**config.mk**
```make
export PLATFORM = sky130hd
export DESIGN_NAME = difference_bound_closure
export DESIGN_NICKNAME = d
export VERILOG_FILES = /design/src/rtl/dbc_pkg.sv /design/src/rtl/dbc_sequencer.sv /design/src/rtl/dbc_datapath.sv /design/src/rtl/difference_bound_closure.sv
export SDC_FILE = /design/constraint.sdc
export NUM_CORES = 1
export LEC_CHECK = 0
export BUFFER_PORTS_ARGS = -buffer_cell sky130_fd_sc_hd__buf_2
export CELL_PAD_IN_SITES_DETAIL_PLACEMENT = 1
export CELL_PAD_IN_SITES_GLOBAL_PLACEMENT = 1
export CORE_UTILIZATION = 37
export CTS_CLUSTER_SIZE = 30
export DETAILED_ROUTE_END_ITERATION = 8
export GPL_TIMING_DRIVEN = 0
export PLACE_DENSITY = 0.63
export SYNTH_ARGS = -nofsm -noshare
export SYNTH_HDL_FRONTEND = slang
export SYNTH_HIERARCHICAL = 1
export SYNTH_SLANG_ARGS = --single-unit
export TNS_END_PERCENT = 100
```
**constraint.sdc**
```tcl
create_clock -name clk -period 5.4 [get_ports clk]
set_clock_uncertainty 0.15 [all_clocks]
set_input_delay 1.62 -clock clk [delete_from_list [all_inputs] [get_ports clk]]
set_output_delay 1.62 -clock clk [all_outputs]
set_load 0.005 [all_outputs]
```
**src/rtl/dbc_pkg.sv**
```systemverilog
// ----------------------------------------------------------------------------
// dbc_pkg: shared types, microcode and saturation helpers
// Control word layout, sequencer/datapath handshake structs and the
// microprogram for the difference-bound closure block.
// ----------------------------------------------------------------------------
package dbc_pkg;

    localparam int STORE_W = 26;   // working distance width
    localparam int OUT_W   = 18;   // emitted distance width
    localparam int IDX_W   = 2;    // emitted row/column index width
    localparam int PC_W    = 4;    // microprogram counter width

    // Program labels
    localparam logic [PC_W-1:0] PC_LOAD  = 4'd0;
    localparam logic [PC_W-1:0] PC_RELAX = 4'd1;
    localparam logic [PC_W-1:0] PC_CHECK = 4'd4;
    localparam logic [PC_W-1:0] PC_EMIT  = 4'd9;

    typedef struct packed {
        logic                      inf;
        logic signed [STORE_W-1:0] val;
    } entry_t;

    typedef enum logic [2:0] {
        OP_NOP,
        OP_LOAD,
        OP_RD_AB,
        OP_RD_I,
        OP_RELAX,
        OP_CHECK,
        OP_EMIT_LD,
        OP_FAIL
    } op_t;

    typedef enum logic [2:0] {
        COND_NONE,
        COND_ALWAYS,
        COND_MORE_CELLS,
        COND_MORE_TRIPLES,
        COND_MORE_OK,
        COND_OK
    } cond_t;

    typedef enum logic [1:0] {
        CNT_HOLD,
        CNT_CELL,
        CNT_TRIPLE,
        CNT_CLEAR
    } cnt_t;

    typedef struct packed {
        op_t             op;
        logic            wait_in;
        logic            wait_out;
        cond_t           cond;
        cnt_t            cnt;
        logic [PC_W-1:0] target;
    } uword_t;

    typedef struct packed {
        op_t  op;
        logic go;
    } ctrl_t;

    typedef struct packed {
        logic accept;
        logic out_free;
        logic improve;
    } status_t;

    // Microprogram ROM
    function automatic uword_t ucode(input logic [PC_W-1:0] pc);
        uword_t w;
        begin
            unique case (pc)
                4'd0:    w = '{op: OP_LOAD, wait_in: 1'b1, wait_out: 1'b0,
                               cond: COND_MORE_CELLS, cnt: CNT_CELL, target: PC_LOAD};
                4'd1:    w = '{op: OP_RD_AB, wait_in: 1'b0, wait_out: 1'b0,
                               cond: COND_NONE, cnt: CNT_HOLD, target: PC_LOAD};
                4'd2:    w = '{op: OP_RD_I, wait_in: 1'b0, wait_out: 1'b0,
                               cond: COND_NONE, cnt: CNT_HOLD, target: PC_LOAD};
                4'd3:    w = '{op: OP_RELAX, wait_in: 1'b0, wait_out: 1'b0,
                               cond: COND_MORE_TRIPLES, cnt: CNT_TRIPLE, target: PC_RELAX};
                4'd4:    w = '{op: OP_RD_AB, wait_in: 1'b0, wait_out: 1'b0,
                               cond: COND_NONE, cnt: CNT_HOLD, target: PC_LOAD};
                4'd5:    w = '{op: OP_RD_I, wait_in: 1'b0, wait_out: 1'b0,
                               cond: COND_NONE, cnt: CNT_HOLD, target: PC_LOAD};
                4'd6:    w = '{op: OP_CHECK, wait_in: 1'b0, wait_out: 1'b0,
                               cond: COND_MORE_OK, cnt: CNT_TRIPLE, target: PC_CHECK};
                4'd7:    w = '{op: OP_NOP, wait_in: 1'b0, wait_out: 1'b0,
                               cond: COND_OK, cnt: CNT_HOLD, target: PC_EMIT};
                4'd8:    w = '{op: OP_FAIL, wait_in: 1'b0, wait_out: 1'b1,
                               cond: COND_ALWAYS, cnt: CNT_CLEAR, target: PC_LOAD};
                4'd9:    w = '{op: OP_RD_I, wait_in: 1'b0, wait_out: 1'b1,
                               cond: COND_NONE, cnt: CNT_HOLD, target: PC_LOAD};
                4'd10:   w = '{op: OP_EMIT_LD, wait_in: 1'b0, wait_out: 1'b0,
                               cond: COND_MORE_CELLS, cnt: CNT_CELL, target: PC_EMIT};
                default: w = '{op: OP_NOP, wait_in: 1'b0, wait_out: 1'b0,
                               cond: COND_ALWAYS, cnt: CNT_CLEAR, target: PC_LOAD};
            endcase
            return w;
        end
    endfunction

    // Saturate a one-bit-grown sum back to the store width
    function automatic logic signed [STORE_W-1:0] sat_store(
        input logic signed [STORE_W:0] s
    );
        logic signed [STORE_W-1:0] res;
        begin
            if (s[STORE_W] != s[STORE_W-1])
                res = s[STORE_W] ? {1'b1, {(STORE_W-1){1'b0}}}
                                 : {1'b0, {(STORE_W-1){1'b1}}};
            else
                res = s[STORE_W-1:0];
            return res;
        end
    endfunction

    // Saturate a stored distance to the emitted width
    function automatic logic signed [OUT_W-1:0] sat_out(
        input logic signed [STORE_W-1:0] v
    );
        logic signed [OUT_W-1:0] res;
        begin
            if ((&v[STORE_W-1:OUT_W-1]) || !(|v[STORE_W-1:OUT_W-1]))
                res = v[OUT_W-1:0];
            else
                res = v[STORE_W-1] ? {1'b1, {(OUT_W-1){1'b0}}}
                                   : {1'b0, {(OUT_W-1){1'b1}}};
            return res;
        end
    endfunction

endpackage

```
**src/rtl/dbc_sequencer.sv**
```systemverilog
// ----------------------------------------------------------------------------
// dbc_sequencer: microprogram counter and loop counters
// Fetches one control word per step, holds on stream waits, evaluates
// conditional jumps and advances the k/r/c loop counters.
// ----------------------------------------------------------------------------
module dbc_sequencer #(
    parameter int NODES = 4,
    localparam int NODE_W = $clog2(NODES)
) (
    input  logic                clk,
    input  logic                rst_n,
    input  dbc_pkg::status_t    status,
    output dbc_pkg::ctrl_t      ctrl,
    output logic [NODE_W-1:0]   k_idx,
    output logic [NODE_W-1:0]   r_idx,
    output logic [NODE_W-1:0]   c_idx
);

    localparam logic [NODE_W-1:0] LAST_NODE = NODE_W'(NODES - 1);

    logic [dbc_pkg::PC_W-1:0] pc_reg, pc_next;
    logic [NODE_W-1:0]        k_reg, k_next;
    logic [NODE_W-1:0]        r_reg, r_next;
    logic [NODE_W-1:0]        c_reg, c_next;
    logic                     bad_reg, bad_next;

    dbc_pkg::uword_t word;
    logic            go;
    logic            cell_last;
    logic            triple_last;
    logic            jump;

    assign word        = dbc_pkg::ucode(pc_reg);
    assign go          = (!word.wait_in || status.accept) && (!word.wait_out || status.out_free);
    assign cell_last   = (r_reg == LAST_NODE) && (c_reg == LAST_NODE);
    assign triple_last = cell_last && (k_reg == LAST_NODE);

    always_comb
    begin
        unique case (word.cond)
            dbc_pkg::COND_NONE:         jump = 1'b0;
            dbc_pkg::COND_ALWAYS:       jump = 1'b1;
            dbc_pkg::COND_MORE_CELLS:   jump = !cell_last;
            dbc_pkg::COND_MORE_TRIPLES: jump = !triple_last;
            dbc_pkg::COND_MORE_OK:      jump = !status.improve && !triple_last;
            dbc_pkg::COND_OK:           jump = !bad_reg;
            default:                    jump = 1'b0;
        endcase
    end

    always_comb
    begin
        pc_next = pc_reg;
        if (go)
            pc_next = jump ? word.target : pc_reg + 1'b1;
    end

    always_comb
    begin
        k_next = k_reg;
        r_next = r_reg;
        c_next = c_reg;
        if (go)
        begin
            unique case (word.cnt) inside
                dbc_pkg::CNT_HOLD: ;
                dbc_pkg::CNT_CELL, dbc_pkg::CNT_TRIPLE:
                begin
                    c_next = (c_reg == LAST_NODE) ? '0 : c_reg + 1'b1;
                    if (c_reg == LAST_NODE)
                        r_next = (r_reg == LAST_NODE) ? '0 : r_reg + 1'b1;
                    if (word.cnt == dbc_pkg::CNT_TRIPLE && cell_last)
                        k_next = (k_reg == LAST_NODE) ? '0 : k_reg + 1'b1;
                end
                dbc_pkg::CNT_CLEAR:
                begin
                    k_next = '0;
                    r_next = '0;
                    c_next = '0;
                end
                default: ;
            endcase
        end
    end

    // Latch the outcome of each check step for the branch after the sweep
    assign bad_next = (word.op == dbc_pkg::OP_CHECK) ? status.improve : bad_reg;

    always_ff @(posedge clk or negedge rst_n)
    begin
        if (!rst_n)
        begin
            pc_reg  <= dbc_pkg::PC_LOAD;
            k_reg   <= '0;
            r_reg   <= '0;
            c_reg   <= '0;
            bad_reg <= 1'b0;
        end
        else
        begin
            pc_reg  <= pc_next;
            k_reg   <= k_next;
            r_reg   <= r_next;
            c_reg   <= c_next;
            bad_reg <= bad_next;
        end
    end

    assign ctrl.op = word.op;
    assign ctrl.go = go;
    assign k_idx   = k_reg;
    assign r_idx   = r_reg;
    assign c_idx   = c_reg;

endmodule

```
**src/rtl/dbc_datapath.sv**
```systemverilog
// ----------------------------------------------------------------------------
// dbc_datapath: distance memory, path adder and output register
// Two-port-read distance memory with registered reads, saturating path
// sum, relaxation compare and the result output stage.
// ----------------------------------------------------------------------------
module dbc_datapath #(
    parameter int NODES = 4,
    parameter int WEIGHT_BITS = 16,
    localparam int NODE_W = $clog2(NODES)
) (
    input  logic                                clk,
    input  logic                                rst_n,
    input  dbc_pkg::ctrl_t                      ctrl,
    output dbc_pkg::status_t                    status,
    input  logic [NODE_W-1:0]                   k_idx,
    input  logic [NODE_W-1:0]                   r_idx,
    input  logic [NODE_W-1:0]                   c_idx,
    input  logic                                in_valid,
    output logic                                in_ready,
    input  logic signed [WEIGHT_BITS-1:0]       weight,
    input  logic                                weight_inf,
    output logic                                out_valid,
    input  logic                                out_ready,
    output logic [dbc_pkg::IDX_W-1:0]           out_row,
    output logic [dbc_pkg::IDX_W-1:0]           out_col,
    output logic signed [dbc_pkg::OUT_W-1:0]    out_dist,
    output logic                                out_dist_inf,
    output logic                                out_consistent,
    output logic                                out_last
);

    localparam int CELLS  = NODES * NODES;
    localparam int CELL_W = $clog2(CELLS);
    localparam int SW     = dbc_pkg::STORE_W;
    localparam int EXT_W  = (WEIGHT_BITS > SW) ? WEIGHT_BITS : SW;
    localparam logic [NODE_W-1:0] LAST_NODE = NODE_W'(NODES - 1);

    dbc_pkg::entry_t mem [CELLS];
    dbc_pkg::entry_t rd0_reg;
    dbc_pkg::entry_t rd1_reg;
    dbc_pkg::entry_t wr_data;
    dbc_pkg::entry_t load_entry;

    logic [CELL_W-1:0] addr_a;
    logic [CELL_W-1:0] addr_b;
    logic [CELL_W-1:0] addr_i;
    logic [CELL_W-1:0] rd0_addr;
    logic              wr_en;

    logic signed [SW-1:0]    val0;
    logic signed [SW-1:0]    val1;
    logic signed [SW:0]      sum_wide;
    logic signed [SW-1:0]    sum_reg;
    logic                    sum_inf_reg;
    logic signed [EXT_W-1:0] w_ext;
    logic signed [SW-1:0]    w_sat;
    logic                    improve;
    logic                    accept;
    logic                    load_out;

    logic                                out_valid_reg, out_valid_next;
    logic [dbc_pkg::IDX_W-1:0]           row_reg;
    logic [dbc_pkg::IDX_W-1:0]           col_reg;
    logic signed [dbc_pkg::OUT_W-1:0]    dist_reg;
    logic                                dinf_reg;
    logic                                cons_reg;
    logic                                last_reg;

    assign addr_a   = CELL_W'(r_idx * NODES + k_idx);
    assign addr_b   = CELL_W'(k_idx * NODES + c_idx);
    assign addr_i   = CELL_W'(r_idx * NODES + c_idx);
    assign rd0_addr = (ctrl.op == dbc_pkg::OP_RD_AB) ? addr_a : addr_i;

    assign in_ready = (ctrl.op == dbc_pkg::OP_LOAD);
    assign accept   = in_valid && in_ready;

    // Clamp the incoming weight into the store range
    assign w_ext = EXT_W'(weight);
    always_comb
    begin
        if ((&w_ext[EXT_W-1:SW-1]) || !(|w_ext[EXT_W-1:SW-1]))
            w_sat = w_ext[SW-1:0];
        else
            w_sat = w_ext[EXT_W-1] ? {1'b1, {(SW-1){1'b0}}} : {1'b0, {(SW-1){1'b1}}};
    end

    assign load_entry.inf = weight_inf;
    assign load_entry.val = weight_inf ? '0 : w_sat;

    assign val0     = rd0_reg.val;
    assign val1     = rd1_reg.val;
    assign sum_wide = (SW + 1)'(val0) + (SW + 1)'(val1);

    // Path through k improves the entry read last into port 0
    assign improve = !sum_inf_reg && (rd0_reg.inf || (val0 > sum_reg));

    assign wr_en = (ctrl.op == dbc_pkg::OP_LOAD && accept)
                || (ctrl.op == dbc_pkg::OP_RELAX && improve);

    always_comb
    begin
        if (ctrl.op == dbc_pkg::OP_LOAD)
            wr_data = load_entry;
        else
        begin
            wr_data.inf = 1'b0;
            wr_data.val = sum_reg;
        end
    end

    always_ff @(posedge clk)
    begin
        if (wr_en)
            mem[addr_i] <= wr_data;
        rd0_reg <= mem[rd0_addr];
        rd1_reg <= mem[addr_b];
    end

    always_ff @(posedge clk)
    begin
        if (ctrl.op == dbc_pkg::OP_RD_I)
        begin
            sum_inf_reg <= rd0_reg.inf || rd1_reg.inf;
            sum_reg     <= dbc_pkg::sat_store(sum_wide);
        end
    end

    // Output stage
    assign load_out = ctrl.go
                   && (ctrl.op == dbc_pkg::OP_EMIT_LD || ctrl.op == dbc_pkg::OP_FAIL);

    always_comb
    begin
        out_valid_next = out_valid_reg;
        if (load_out)
            out_valid_next = 1'b1;
        else if (out_ready)
            out_valid_next = 1'b0;
    end

    always_ff @(posedge clk or negedge rst_n)
    begin
        if (!rst_n)
            out_valid_reg <= 1'b0;
        else
            out_valid_reg <= out_valid_next;
    end

    always_ff @(posedge clk)
    begin
        if (load_out)
        begin
            if (ctrl.op == dbc_pkg::OP_FAIL)
            begin
                row_reg  <= '0;
                col_reg  <= '0;
                dist_reg <= '0;
                dinf_reg <= 1'b0;
                cons_reg <= 1'b0;
                last_reg <= 1'b1;
            end
            else
            begin
                row_reg  <= dbc_pkg::IDX_W'(r_idx);
                col_reg  <= dbc_pkg::IDX_W'(c_idx);
                dist_reg <= rd0_reg.inf ? '0 : dbc_pkg::sat_out(val0);
                dinf_reg <= rd0_reg.inf;
                cons_reg <= 1'b1;
                last_reg <= (r_idx == LAST_NODE) && (c_idx == LAST_NODE);
            end
        end
    end

    assign status.accept   = accept;
    assign status.out_free = !out_valid_reg || out_ready;
    assign status.improve  = improve;

    assign out_valid      = out_valid_reg;
    assign out_row        = row_reg;
    assign out_col        = col_reg;
    assign out_dist       = dist_reg;
    assign out_dist_inf   = dinf_reg;
    assign out_consistent = cons_reg;
    assign out_last       = last_reg;

endmodule

```
**src/rtl/difference_bound_closure.sv**
```systemverilog
// ----------------------------------------------------------------------------
// difference_bound_closure: all-pairs closure of a difference-bound matrix
// Loads NODES*NODES entries, relaxes them in place, sweeps once more for
// negative cycles and streams out the closed matrix or one failure item.
// ----------------------------------------------------------------------------
// Schedule: one input item a cycle while loading, when s_tvalid is high; after
// the last entry, the relax sweep, then the check sweep (which stops at the
// first improvement), then a read step and an emit step for each output item.
// Throughput: one matrix at a time, set by the three-step relax microcode
// loop on the single distance memory (two reads and one write a cycle).
// Reset: asynchronous; sequencer returns to loading, output goes empty.
module difference_bound_closure #(
    parameter int NODES = 4,
    parameter int WEIGHT_BITS = 16,
    localparam int S_DATA_W = ((WEIGHT_BITS + 7) / 8) * 8,
    localparam int NODE_W = $clog2(NODES)
) (
    input  logic                clk,
    input  logic                rst_n,
    input  logic                s_tvalid,
    output logic                s_tready,
    input  logic [S_DATA_W-1:0] s_tdata,   // entry_weight
    input  logic [0:0]          s_tuser,   // entry_infinite
    output logic                m_tvalid,
    input  logic                m_tready,
    output logic [23:0]         m_tdata,   // row_index, col_index, distance
    output logic [1:0]          m_tuser,   // distance_infinite, consistent
    output logic                m_tlast
);

    dbc_pkg::ctrl_t   ctrl;
    dbc_pkg::status_t status;

    logic [NODE_W-1:0] k_idx;
    logic [NODE_W-1:0] r_idx;
    logic [NODE_W-1:0] c_idx;

    logic [dbc_pkg::IDX_W-1:0]        row;
    logic [dbc_pkg::IDX_W-1:0]        col;
    logic signed [dbc_pkg::OUT_W-1:0] distance;
    logic                             dist_inf;
    logic                             consistent;

    dbc_sequencer #(
        .NODES (NODES)
    ) u_seq (
        .clk    (clk),
        .rst_n  (rst_n),
        .status (status),
        .ctrl   (ctrl),
        .k_idx  (k_idx),
        .r_idx  (r_idx),
        .c_idx  (c_idx)
    );

    dbc_datapath #(
        .NODES       (NODES),
        .WEIGHT_BITS (WEIGHT_BITS)
    ) u_dp (
        .clk            (clk),
        .rst_n          (rst_n),
        .ctrl           (ctrl),
        .status         (status),
        .k_idx          (k_idx),
        .r_idx          (r_idx),
        .c_idx          (c_idx),
        .in_valid       (s_tvalid),
        .in_ready       (s_tready),
        .weight         (s_tdata[WEIGHT_BITS-1:0]),
        .weight_inf     (s_tuser[0]),
        .out_valid      (m_tvalid),
        .out_ready      (m_tready),
        .out_row        (row),
        .out_col        (col),
        .out_dist       (distance),
        .out_dist_inf   (dist_inf),
        .out_consistent (consistent),
        .out_last       (m_tlast)
    );

    assign m_tdata = {2'b00, distance, col, row};
    assign m_tuser = {consistent, dist_inf};

`ifndef SYNTHESIS
    a_load_k_zero: assert property (@(posedge clk) disable iff (!rst_n)
        s_tready |-> (k_idx == '0))
        else $error("loading with nonzero intermediate-node counter");

    a_no_overwrite: assert property (@(posedge clk) disable iff (!rst_n)
        (ctrl.go && (ctrl.op == dbc_pkg::OP_EMIT_LD || ctrl.op == dbc_pkg::OP_FAIL))
        |-> (!m_tvalid || m_tready))
        else $error("output register loaded while an item is pending");

    a_fail_is_last: assert property (@(posedge clk) disable iff (!rst_n)
        (m_tvalid && !m_tuser[1]) |-> m_tlast)
        else $error("inconsistent result not marked last");
`endif

endmodule

```
==> impl_metrics.tcl <==
set metrics [dict create \
    status "complete, no violations" \
    post_drt_wl_per_cell_um 28.9 \
    htreeDepth 2 \
    fillers 7053 \
    die_w_um 270 \
    cp-end-kind "output pin" \
    io_buffers 47 \
    rsz0062_at_grt "no" \
    maxSlewHeadroom 0.0773 \
    worstPathArrival_ns 3.36 \
    cts.path.max_buffers 3 \
    regToRegSetupSlack_ns 0.33 \
    leakage_nw 10.9 \
    n_antenna_cell 0 \
    cts_tree "yes" \
    overflow 0 \
    placed_area_um2 28800 \
    power_density_nw_per_um2 679 \
    drt_wl_total_mm 85.2 \
    antenna_found_initial 5 \
    ys_seq_area_frac 0.600 \
    grt_pass1_vias 18400 \
    rows 97 \
    vdd_ir_drop_max_mv 0.338 \
    hpwl_mm 63.6 \
    core-area_um2 70500 \
    worst-path-max-fanout 10 \
    post-place-ws_ns -0.532 \
    ys_seq_elements 550 \
    final_max_slew_viol_count 0 \
    synth_edf_count 484 \
    syn_inst 1776 \
    min_period_ns 5.13 \
    yosysTopAreaCell "edfxtp_1" \
    synth_top_cells_by_count "edfxtp_1, mux4_2, nand2_1" \
    hold_viol_final 0 \
    fin_ws_ns 0.267 \
    first_iter_violations 1574 \
    ant_nets 0 \
    die-area_um2 72800 \
    ios 50 \
    ys_types 81 \
    drive_gt1_frac 0.228 \
    grt_use_total 0.234 \
    vias 17300 \
    cts_buffers 60 \
    synth_area_leaders "edfxtp_1, mux4_2, mux2i_1" \
    stdcell_area_um2 30900 \
    grt_first_pass_wirelength_mm 125 \
    post-place-cells 2837 \
    synth_top_area_share 0.548 \
    start_util 0.376 \
    syn_avg_cell_area_um2 14.9 \
    power.total_mw 21.0 \
    largest_reg_flops 432 \
    post_cts_buffers 0 \
    ys.flop_type "edfxtp_1" \
    viasPerCell 5.85 \
    die_y_um 270 \
    fin_cells 2952 \
    cts.sink_count 550 \
    async_flop_share 0.0218 \
    cap_violations 0 \
    critPathLaunchType "flip-flop" \
    fmaxAchievable_mhz 195 \
    hp-class "reg2reg" \
    area_growth_pct 16.6 \
    yosysMostFrequentCell "edfxtp_1" \
    worstMarginPinSlew_ns 1.38 \
    finalSetupViolations 0 \
    required_ns 3.63 \
    drc 0 \
    largest-register "u_dp/mem" \
    dr.pass1.iters 7 \
    grt_max_degree 28 \
    cts-root-buf "clkbuf_16" \
    whs_ns 0.387 \
    syn_area_um2 26500 \
    crit_type "reg2out" \
    clkTransAtPathRegs_ns 0.06 \
    clk_latency_ns 0.64 \
    routabilityCongestion 0.841 \
    nets 2047 \
    fin_crit_sh 0.951 \
    ys_warn_count 6 \
]
[power by group]
part	switching (mW)	leakage (nW)	internal [mW]	total (mW)
registers	0.443	5.03	6.25	6.69
logic	6.35	4.86	3.68	10.0
clock network	1.73	1.03	2.56	4.28
[cells in the final DEF (no fill, tap or decap), types with 5 or more instances in the layout]
| cell type | instances |
|---|---|
| o21ai_1 | 30 |
| buf_8 | 5 |
| o21bai_1 | 7 |
| a311oi_1 | 27 |
| clkbuf_8 | 13 |
| clkbuf_1 | 86 |
| ha_1 | 65 |
| o21ai_0 | 34 |
| clkbuf_2 | 10 |
| nand2b_1 | 10 |
| nand3_1 | 12 |
| xnor2_1 | 9 |
| clkbuf_16 | 65 |
| buf_1 | 14 |
| nor4_2 | 6 |
| mux4_2 | 162 |
| xor2_1 | 12 |
| buf_2 | 58 |
| and2_1 | 62 |
| edfxtp_1 | 484 |
| a21oi_1 | 59 |
| o31ai_1 | 5 |
| mux2i_1 | 110 |
| inv_1 | 46 |
| nand3b_1 | 19 |
| clkinv_2 | 7 |
| nand2_1 | 134 |
| dfxtp_1 | 54 |
| buf_4 | 47 |
| a31oi_1 | 30 |
| nor3_2 | 9 |
| a211oi_1 | 83 |
| nand4_1 | 7 |
| buf_6 | 31 |
| nor2_1 | 58 |
| dfrtp_1 | 12 |
| a21o_1 | 23 |
| clkinv_1 | 5 |
[metrics by stage]
stage	util	setup TNS [ns]
floorplan	-	-15.90
global placement	0.396	-1419.64
detailed placement	0.408	-16.15
CTS	0.438	0
global route	0.439	0
finish	0.439	0
[repair_timing]
| action | 4_1_cts | 5_1_grt |
|---|---|---|
| endpoints found under the hold margin | 0 | 0 |
| endpoints found under the setup margin | 68 | 25 |
| resized for setup | 15 | 5 |
| hold buffers | 0 | 0 |
[worst paths after layout]
check | startpoint | endpoint | depth (start not counted)
max | u_seq/pc_reg[0] | s_tready | 8
min | u_dp/rd1_reg[26] | u_dp/sum_inf_reg | 1
max reg2reg | u_seq/pc_reg[0] | u_dp/val0[3] | 14
min reg2reg | u_dp/rd1_reg[26] | u_dp/sum_inf_reg | 1
max in group asynchronous | rst_n | u_seq/c_idx[0] | 1
min in group asynchronous | rst_n | u_seq/pc_reg[1] | 1
[area by class of cell]
class	count	area, um2	area share
inverters	46	173	0.00558
flip-flops and latches	550	15900	0.515
well taps	940	1180	0.0380
repair buffers	121	957	0.0310
clock buffers	89	1850	0.0597
plain buffers	121	533	0.0172
multi-input cells	1060	10100	0.326
clock inverters	25	249	0.00805
[worst max-delay path: stages, from the launching register on]
cell	delay, ns
dfrtp_1	0.48
inv_1	0.18
ha_1	0.32
o21ba_2	0.20
a21oi_1	0.05
o22ai_2	0.33
nor3b_4	0.60
clkbuf_2	0.37
buf_2	0.19
[logic make-up after synthesis]
logic type | after synthesis | share of synthesized area
buf+inv | 167 | 0.0259
compound gates | 338 | 0.0869
simple gates | 354 | 0.0663
fa+ha+maj | 66 | 0.0314
mux | 279 | 0.183
other cells | 1 | 0.000141
xor+xnor | 21 | 0.00693
flops | 550 | 0.600
[per-layer routing]
metal  part of all wire  GRT usage  up-vias
li1                   -          -     7435
met1               0.42      0.312     9084
met2               0.49      0.397      598
met3              0.062     0.0393      142
met4              0.023     0.0603        0
met5                  0          0        -
Power figures use the tool's default switching activity.
